File: config.mk
export PLATFORM = sky130hd
export DESIGN_NAME = timed_callback_table
export DESIGN_NICKNAME = d
export VERILOG_FILES = /design/src/sv/tct_pkg.sv /design/src/sv/tct_ctrl.sv /design/src/sv/tct_dp.sv /design/src/sv/timed_callback_table.sv
export SDC_FILE = /design/constraint.sdc
export NUM_CORES = 2
export LEC_CHECK = 0
export BUFFER_PORTS_ARGS = -buffer_cell sky130_fd_sc_hd__buf_2
export CAP_MARGIN = 5
export CORE_MARGIN = 2
export CORE_UTILIZATION = 63
export CTS_CLUSTER_SIZE = 10
export DETAILED_ROUTE_END_ITERATION = 12
export GPL_TIMING_DRIVEN = 0
export PLACE_DENSITY_LB_ADDON = 0.25
export SLEW_MARGIN = 40
export SYNTH_ARGS = -nofsm -noshare
export SYNTH_HDL_FRONTEND = slang
export SYNTH_SLANG_ARGS = --single-unit
File: constraint.sdc
create_clock -name clk -period 9.1 [get_ports clk]
set_clock_uncertainty 0.05 [all_clocks]
set_input_delay 1.82 -clock clk [delete_from_list [all_inputs] [get_ports clk]]
set_output_delay 1.82 -clock clk [all_outputs]
set_load 0.005 [all_outputs]
File: src/sv/tct_pkg.sv
// ---------------------------------------------------------------------------
// tct_pkg
// Shared types, codes and constants of the timed callback table.
// ---------------------------------------------------------------------------
package tct_pkg;

	localparam int ENTRIES_DEF = 16;
	localparam int TIME_W      = 48;
	localparam int CB_W        = 16;
	localparam int CTX_W       = 32;
	localparam int DELAY_W     = 32;
	localparam int AGE_W       = 16;
	localparam logic [TIME_W-1:0] DELAY_CLAMP = TIME_W'(2073600000);

	typedef enum logic [1:0] {
		FUNC_SCHED  = 2'd0,
		FUNC_REMOVE = 2'd1,
		FUNC_RUN    = 2'd2,
		FUNC_NONE   = 2'd3
	} func_t;

	typedef enum logic [1:0] {
		KIND_STATUS = 2'd0,
		KIND_FIRED  = 2'd1,
		KIND_DELAY  = 2'd2
	} kind_t;

	typedef enum logic [1:0] {
		ST_OK       = 2'd0,
		ST_NOTFOUND = 2'd1,
		ST_FULL     = 2'd2
	} status_t;

	typedef enum logic [2:0] {
		S_IDLE,
		S_SCAN,
		S_FINISH,
		S_PICK,
		S_DECIDE,
		S_FIRE,
		S_DELAY
	} state_t;

	typedef struct packed {
		logic load;
		logic inc_idx;
		logic scan_rm;
		logic scan_pick;
		logic finish;
		logic fire;
		logic out_delay;
	} cmd_t;

	typedef struct packed {
		logic idx_last;
		logic found;
	} stat_t;

endpackage

File: src/sv/tct_ctrl.sv
// ---------------------------------------------------------------------------
// tct_ctrl
// Sequencer: one table entry per cycle for removal scans and pick passes.
// ---------------------------------------------------------------------------
module tct_ctrl
	import tct_pkg::*;
(
	input  logic  clk,
	input  logic  arst_n,
	input  logic  start,
	input  logic  [1:0] func,
	input  stat_t st,
	output cmd_t  cmd,
	output logic  busy
);

	state_t state_q, state_d;

	always_ff @(posedge clk or negedge arst_n) begin
		if (!arst_n) begin
			state_q <= S_IDLE;
		end else begin
			state_q <= state_d;
		end
	end

	always_comb begin
		state_d = state_q;
		cmd     = '0;
		busy    = (state_q != S_IDLE);
		unique case (state_q)
			S_IDLE: begin
				if (start) begin
					cmd.load = 1'b1;
					case (func_t'(func)) inside
						FUNC_SCHED, FUNC_REMOVE: state_d = S_SCAN;
						FUNC_RUN:                state_d = S_PICK;
						default:                 state_d = S_IDLE;
					endcase
				end
			end
			S_SCAN: begin
				cmd.scan_rm = 1'b1;
				cmd.inc_idx = 1'b1;
				if (st.idx_last) state_d = S_FINISH;
			end
			S_FINISH: begin
				cmd.finish = 1'b1;
				state_d    = S_IDLE;
			end
			S_PICK: begin
				cmd.scan_pick = 1'b1;
				cmd.inc_idx   = 1'b1;
				if (st.idx_last) state_d = S_DECIDE;
			end
			S_DECIDE: begin
				state_d = st.found ? S_FIRE : S_DELAY;
			end
			S_FIRE: begin
				cmd.fire = 1'b1;
				state_d  = S_PICK;
			end
			S_DELAY: begin
				cmd.out_delay = 1'b1;
				state_d       = S_IDLE;
			end
			default: state_d = S_IDLE;
		endcase
	end

endmodule

File: src/sv/tct_dp.sv
// ---------------------------------------------------------------------------
// tct_dp
// Entry table, scan index, pick and earliest trackers, result registers.
// ---------------------------------------------------------------------------
module tct_dp
	import tct_pkg::*;
#(
	parameter int ENTRIES = ENTRIES_DEF
) (
	input  logic                      clk,
	input  logic                      arst_n,
	input  cmd_t                      cmd,
	output stat_t                     st,
	input  logic [1:0]                func,
	input  logic [CB_W-1:0]           callback_id,
	input  logic [CTX_W-1:0]          context_id,
	input  logic signed [DELAY_W-1:0] interval_ms,
	input  logic [TIME_W-1:0]         now_ms,
	output logic                      valid,
	output logic [1:0]                kind,
	output logic [1:0]                status,
	output logic [CB_W-1:0]           fired_callback,
	output logic [CTX_W-1:0]          fired_context,
	output logic signed [DELAY_W-1:0] next_delay,
	output logic                      last
);

	localparam int IW = (ENTRIES > 1) ? $clog2(ENTRIES) : 1;

	logic [ENTRIES-1:0] ev_q;
	logic [TIME_W-1:0]  due_q [ENTRIES];
	logic [CB_W-1:0]    ecb_q [ENTRIES];
	logic [CTX_W-1:0]   ectx_q[ENTRIES];
	logic [AGE_W-1:0]   age_q [ENTRIES];

	logic [IW-1:0]      idx_q, slot_q, pk_q;
	logic [CB_W-1:0]    cb_q;
	logic [CTX_W-1:0]   ctx_q;
	logic [TIME_W-1:0]  now_q, nd_q, early_q;
	logic [AGE_W-1:0]   pk_age_q;
	logic               ins_q, hit_q, slot_ok_q, pk_ok_q, any_q;

	logic [TIME_W:0]    sum;
	logic               m, v, is_due;
	logic [TIME_W-1:0]  diff, dly;

	assign sum    = {1'b0, now_ms} + {18'd0, interval_ms[DELAY_W-2:0]};
	assign v      = ev_q[idx_q];
	assign m      = v && (ecb_q[idx_q] == cb_q) && (ectx_q[idx_q] == ctx_q);
	assign is_due = now_q >= due_q[idx_q];
	assign diff   = early_q - now_q;
	assign dly    = !(early_q > now_q) ? '0 : (diff > DELAY_CLAMP ? DELAY_CLAMP : diff);

	assign st.idx_last = (idx_q == IW'(ENTRIES - 1));
	assign st.found    = pk_ok_q;

	always_ff @(posedge clk or negedge arst_n) begin
		if (!arst_n) begin
			ev_q  <= '0;
			valid <= 1'b0;
			idx_q <= '0;
		end else begin
			valid <= 1'b0;
			if (cmd.inc_idx) idx_q <= idx_q + IW'(1);
			if (cmd.scan_rm && m) ev_q[idx_q] <= 1'b0;
			if (cmd.fire) begin
				ev_q[pk_q] <= 1'b0;
				idx_q      <= '0;
				valid      <= 1'b1;
			end
			if (cmd.load) idx_q <= '0;
			if (cmd.finish) begin
				if (ins_q && slot_ok_q) ev_q[slot_q] <= 1'b1;
				valid <= 1'b1;
			end
			if (cmd.out_delay) valid <= 1'b1;
		end
	end

	always_ff @(posedge clk) begin
		if (cmd.load) begin
			cb_q      <= callback_id;
			ctx_q     <= context_id;
			now_q     <= now_ms;
			ins_q     <= (func_t'(func) == FUNC_SCHED) && !interval_ms[DELAY_W-1];
			// saturate the due time at the top of the clock range
			nd_q      <= sum[TIME_W] ? '1 : sum[TIME_W-1:0];
			hit_q     <= 1'b0;
			slot_ok_q <= 1'b0;
			pk_ok_q   <= 1'b0;
			any_q     <= 1'b0;
		end
		if (cmd.scan_rm) begin
			if (m) hit_q <= 1'b1;
			if ((!v || m) && !slot_ok_q) begin
				slot_q    <= idx_q;
				slot_ok_q <= 1'b1;
			end
		end
		if (cmd.scan_pick && v) begin
			if (is_due && (!pk_ok_q || age_q[idx_q] < pk_age_q)) begin
				pk_q     <= idx_q;
				pk_age_q <= age_q[idx_q];
				pk_ok_q  <= 1'b1;
			end
			if (!any_q || due_q[idx_q] < early_q) begin
				early_q <= due_q[idx_q];
				any_q   <= 1'b1;
			end
		end
		if (cmd.finish) begin
			if (ins_q && slot_ok_q) begin
				for (int i = 0; i < ENTRIES; i++) begin
					if (ev_q[i]) age_q[i] <= age_q[i] + AGE_W'(1);
				end
				age_q[slot_q]  <= '0;
				due_q[slot_q]  <= nd_q;
				ecb_q[slot_q]  <= cb_q;
				ectx_q[slot_q] <= ctx_q;
			end
			kind           <= KIND_STATUS;
			status         <= ins_q ? (slot_ok_q ? ST_OK : ST_FULL)
			                        : (hit_q ? ST_OK : ST_NOTFOUND);
			fired_callback <= '0;
			fired_context  <= '0;
			next_delay     <= '0;
			last           <= 1'b1;
		end
		if (cmd.fire) begin
			pk_ok_q        <= 1'b0;
			any_q          <= 1'b0;
			kind           <= KIND_FIRED;
			status         <= ST_OK;
			fired_callback <= ecb_q[pk_q];
			fired_context  <= ectx_q[pk_q];
			next_delay     <= '0;
			last           <= 1'b0;
		end
		if (cmd.out_delay) begin
			kind           <= KIND_DELAY;
			status         <= ST_OK;
			fired_callback <= '0;
			fired_context  <= '0;
			next_delay     <= any_q ? DELAY_W'(dly) : '1;
			last           <= 1'b1;
		end
	end

endmodule

File: src/sv/timed_callback_table.sv
// ---------------------------------------------------------------------------
// timed_callback_table
// Table of pending timed events with schedule, remove and run requests.
// ---------------------------------------------------------------------------
// schedule/remove: one scan of the table, then a status result
// run: (fired+1) passes over the table, one result per pass; each pass scans
// the table one entry per cycle
// one request at a time; busy is low again when the last result is shown
// results are strobed by valid for one cycle; the receiver cannot stall
// arst_n clears all entries at once; no clearing pass is needed
module timed_callback_table
	import tct_pkg::*;
#(
	parameter int ENTRIES = ENTRIES_DEF
) (
	input  logic                      clk,
	input  logic                      arst_n,
	input  logic                      start,
	output logic                      busy,
	input  logic [1:0]                func,
	input  logic [CB_W-1:0]           callback_id,
	input  logic [CTX_W-1:0]          context_id,
	input  logic signed [DELAY_W-1:0] interval_ms,
	input  logic [TIME_W-1:0]         now_ms,
	output logic                      valid,
	output logic [1:0]                kind,
	output logic [1:0]                status,
	output logic [CB_W-1:0]           fired_callback,
	output logic [CTX_W-1:0]          fired_context,
	output logic signed [DELAY_W-1:0] next_delay,
	output logic                      last
);

	cmd_t  cmd;
	stat_t st;

	tct_ctrl u_ctrl (
		.clk    (clk),
		.arst_n (arst_n),
		.start  (start),
		.func   (func),
		.st     (st),
		.cmd    (cmd),
		.busy   (busy)
	);

	tct_dp #(.ENTRIES(ENTRIES)) u_dp (
		.clk            (clk),
		.arst_n         (arst_n),
		.cmd            (cmd),
		.st             (st),
		.func           (func),
		.callback_id    (callback_id),
		.context_id     (context_id),
		.interval_ms    (interval_ms),
		.now_ms         (now_ms),
		.valid          (valid),
		.kind           (kind),
		.status         (status),
		.fired_callback (fired_callback),
		.fired_context  (fired_context),
		.next_delay     (next_delay),
		.last           (last)
	);

`ifndef NO_ASSERTIONS
	a_fire_not_last: assert property (@(posedge clk) disable iff (!arst_n)
		(valid && kind == KIND_FIRED) |-> !last)
		else $error("fired event marked last");
	a_delay_last: assert property (@(posedge clk) disable iff (!arst_n)
		(valid && kind == KIND_DELAY) |-> last)
		else $error("delay result not last");
	a_status_last: assert property (@(posedge clk) disable iff (!arst_n)
		(valid && kind == KIND_STATUS) |-> last)
		else $error("status result not last");
	a_last_idle: assert property (@(posedge clk) disable iff (!arst_n)
		(valid && last) |-> !busy)
		else $error("busy after final result");
`endif

endmodule
==> impl_metrics.env <==
export IMPL_status="finished, final reports clean"
export IMPL_clockRootBuffer="clkbuf_16"
export IMPL_syn_area_per_cell_sq_um=16.3
export IMPL_hp_start="u_dp.fired_context[7]"
export IMPL_fmax_mhz=127
export IMPL_dp_cells=8238
export IMPL_worst_path_max_delay_cell="clkbuf_1"
export IMPL_dieArea_sq_um=156000
export IMPL_die_h_microns=395
export IMPL_r2r_cells=23
export IMPL_nets=6789
export IMPL_grt_start_max_net_pins=64
export IMPL_gr_usage_all_layers_pct=39.6
export IMPL_cts_tree="yes"
export IMPL_start_util_pct=63.5
export IMPL_maxCapViolCount=0
export IMPL_port_buffers=219
export IMPL_drc=0
export IMPL_fin_setup_tns_ns=0
export IMPL_post_route_min_period_ns=7.86
export IMPL_diodes=0
export IMPL_cts_resized_gates=0
export IMPL_r2r_setup_slack_ns=1.24
export IMPL_num_vias=62900
export IMPL_clockBufferDepth=3
export IMPL_design_area_sq_um=109000
export IMPL_hold_class="register to register"
export IMPL_finalSetupViolCount=0
export IMPL_coreArea_sq_um=152000
export IMPL_wl_microns=308000
export IMPL_peakVddDrop_mv=0.243
export IMPL_synth_compound_area_share_pct=4.01
export IMPL_finalWeightedCongestion=0.939
export IMPL_path_clk_slew_ns=0.06
export IMPL_cpMostUsedCell="clkbuf_1"
export IMPL_synth_net_count=6252
export IMPL_dpl_hpwl_microns=196000
export IMPL_p_leak_nw=37.4
export IMPL_io_pins=220
export IMPL_grt_first_pass_wirelength_microns=438000
export IMPL_synthCells=5908
export IMPL_p_per_area_nw_per_um2=255
export IMPL_rsz0062_at_grt="false"
export IMPL_via_per_inst=7.31
export IMPL_path_max_fanout=10
export IMPL_reg2reg_from="u_dp.idx_q[1]"
export IMPL_synthAdderAreaFrac_pct=2.75
export IMPL_holdBufCountCts=0
export IMPL_cp_required_ns=9.81
export IMPL_cp_end_kind="register"
export IMPL_top_layer_used="met5"
export IMPL_layout_drive_gt1_share_pct=25.0
export IMPL_crit_path_start="u_dp.idx_q[1]"
export IMPL_final_cell_mix="edfxtp_1, mux4_2, nor2_1"
export IMPL_final_cells=8603
export IMPL_hold_viol_final=0
export IMPL_drt_iter0_markers=10700
export IMPL_synth_ff_type="edfxtp_1"
export IMPL_antenna_found_initial=8
export IMPL_wl_met3_microns=43600
export IMPL_synthMuxAreaShare_pct=19.1
export IMPL_cts_sinks=2126
export IMPL_hold_path_end="u_dp.fired_context[7]"
export IMPL_rows=143
export IMPL_synth_top_area_share_pct=55.5
export IMPL_post_route_period_util_pct=86.4
export IMPL_synth_edf_count=1785
export IMPL_synth_area_sq_um=96500
export IMPL_critPathKind="register to register"
export IMPL_synth_top_family_by_area="multiplexers"
export IMPL_post_cts_setup_buffers=0
export IMPL_postSynthRegisterBits=2126
export IMPL_critPathArrivalTime_ns=8.57
export IMPL_cp_depth=23
export IMPL_synth_top_area_cell="edfxtp_1"
export IMPL_worst_path_buf_inv=9
export IMPL_cts_inserted_buffers=235
export IMPL_synth_cell_type_count=84
export IMPL_dr_pass1_iters=7
export IMPL_slowest_delay_ns=0.77
export IMPL_grt_pass1_vias=62200
export IMPL_area_growth_pct=12.7
export IMPL_die_w_microns=395
export IMPL_ys_top_cells_by_area="edfxtp_1, mux4_2, dfxtp_1"
export IMPL_synthArstFlopShare_pct=1.13
export IMPL_placed_area_sq_um=102000
export IMPL_ant_nets=0
export IMPL_final_common_cell="edfxtp_1"
export IMPL_yosysSeqAreaShare_pct=62.7
export IMPL_met2_length_microns=141000
export IMPL_crit_chain="clkbuf_1, buf_2, clkbuf_2, clkbuf_2, clkbuf_1, clkbuf_1, mux4_2, mux4_2, inv_1, ha_1, a21o_1, a21oi_1, nor2b_1, o21ai_0, nand2b_1, a21oi_1, nor2_1, a211oi_1, o21ai_0, o211ai_1, buf_2, buf_4, mux2_2"
export IMPL_overflow=0
export IMPL_worst_slew_pin_slew_ns=0.941
export IMPL_wl_met1_microns=102000
export IMPL_relSlewSlack_pct=37.3
export IMPL_clock_latency_ns=0.88
export IMPL_yosys_area_share_simple_pct=6.53
export IMPL_synth_xor_area_share_pct=2.81
export IMPL_critPathLaunchType="register"
export IMPL_ys_warn_count=0
export IMPL_crit_family="buffers and inverters"
export IMPL_hold_depth=2
export IMPL_htreeDepth=4
export IMPL_drv_slew=0
export IMPL_wire_per_inst_microns=35.8
==> cell type report <==
cell class,count,area (sq um)
Sequential cell,2126,60500
Fill cell,9060,43300
Multi-Input combinational cell,3286,34000
Clock buffer,344,6350
Timing Repair Buffer,300,2760
Tap cell,2030,2540
Buffer,300,1520
Inverter,196,743
Clock inverter,21,282
==> worst register-to-register path: stages, from the launching register on <==
cell	delay [ns]
dfrtp_1	0.43
clkbuf_1	0.27
buf_2	0.34
clkbuf_2	0.48
clkbuf_2	0.56
clkbuf_1	0.54
clkbuf_1	0.77
mux4_2	0.44
mux4_2	0.63
inv_1	0.11
ha_1	0.24
a21o_1	0.16
a21oi_1	0.13
nor2b_1	0.05
o21ai_0	0.16
nand2b_1	0.07
a21oi_1	0.15
nor2_1	0.06
a211oi_1	0.55
o21ai_0	0.47
o211ai_1	0.23
buf_2	0.25
buf_4	0.22
mux2_2	0.37
==> logic make-up after synthesis <==
| group | Yosys count |
|---|---|
| DFF | 2126 |
| and+or+nand+nor | 1329 |
| adders and majority gates | 211 |
| buffers and inverters | 496 |
| AOI/OAI and AO/OA | 605 |
| muxes | 831 |
| xor gates and xnor gates | 310 |
==> metal layers <==
layer,vias to the layer above,GRT usage (%)
li1,24400,-
met1,31200,50.8
met2,5967,60.7
met3,1301,11.8
met4,10,22.8
met5,-,0
==> how the worst max path moves through the flow <==
stage | end | slack, ns
after floorplan | u_dp.early_q[0] | 2.59
after global placement | u_dp.due_q[0][46] | -1.45
after detailed placement | register | 1.27
after CTS | register | 1.00
after global routing | register | 1.14
final | register | 1.24
==> flip-flops by register name (all words and copies together) (netlist names), 2 cells and up, named ones only <==
name                 cells
u_dp.ctx_q              32
u_dp.age_q             256
u_dp.pk_age_q           16
u_dp.nd_q               48
u_dp.idx_q               4
u_dp.slot_q              4
u_dp.ecb_q             256
u_dp.fired_context      32
u_ctrl.state_q           3
u_dp.status              2
u_dp.due_q             768
u_dp.ectx_q            512
u_dp.now_q              48
u_dp.fired_callback     16
u_dp.early_q            48
u_dp.next_delay         32
u_dp.cb_q               16
u_dp.kind                2
u_dp.ev_q               16
u_dp.pk_q                4
==> power by group <==
| part | switching [W] | internal, W |
|---|---|---|
| registers | 0.000255 | 0.0109 |
| logic | 0.00475 | 0.00318 |
| clock network | 0.00384 | 0.00481 |
==> synthesized netlist by cell type, types with 12 or more instances <==
library cell and instances:
or3_1 54, nand4_1 97, buf_6 15, xor2_1 202
nor3_1 51, xnor2_1 108, and2_1 36, nor2_1 383
nand2b_1 33, and4_1 12, nor2b_1 30, a31oi_1 17
nand2_1 370, a21oi_1 161, o21ai_0 148, dfrtp_1 24
mux2i_1 19, inv_1 196, o211ai_1 17, mux4_2 805
dfxtp_1 317, buf_2 30, ha_1 209, o21a_1 28
a211oi_1 13, buf_1 61, edfxtp_1 1785, o21ai_1 28
clkbuf_1 191, a21o_1 62, nand3_1 145, and3_1 51
a22o_1 28, or2_2 28
==> through the flow <==
stage	worst slack, ns	hold WS (ns)	utilization (%)	total power [W]
detailed placement	1.27	0.394	67.1	0.0187
floorplan	2.59	0.377	-	0.0161
CTS	1.00	0.402	71.5	0.0274
global route	1.14	0.428	71.5	0.0283
global placement	-1.45	0.378	65.8	0.0185
finish	1.24	0.405	71.5	0.0277
Power figures use the tool's default switching activity.
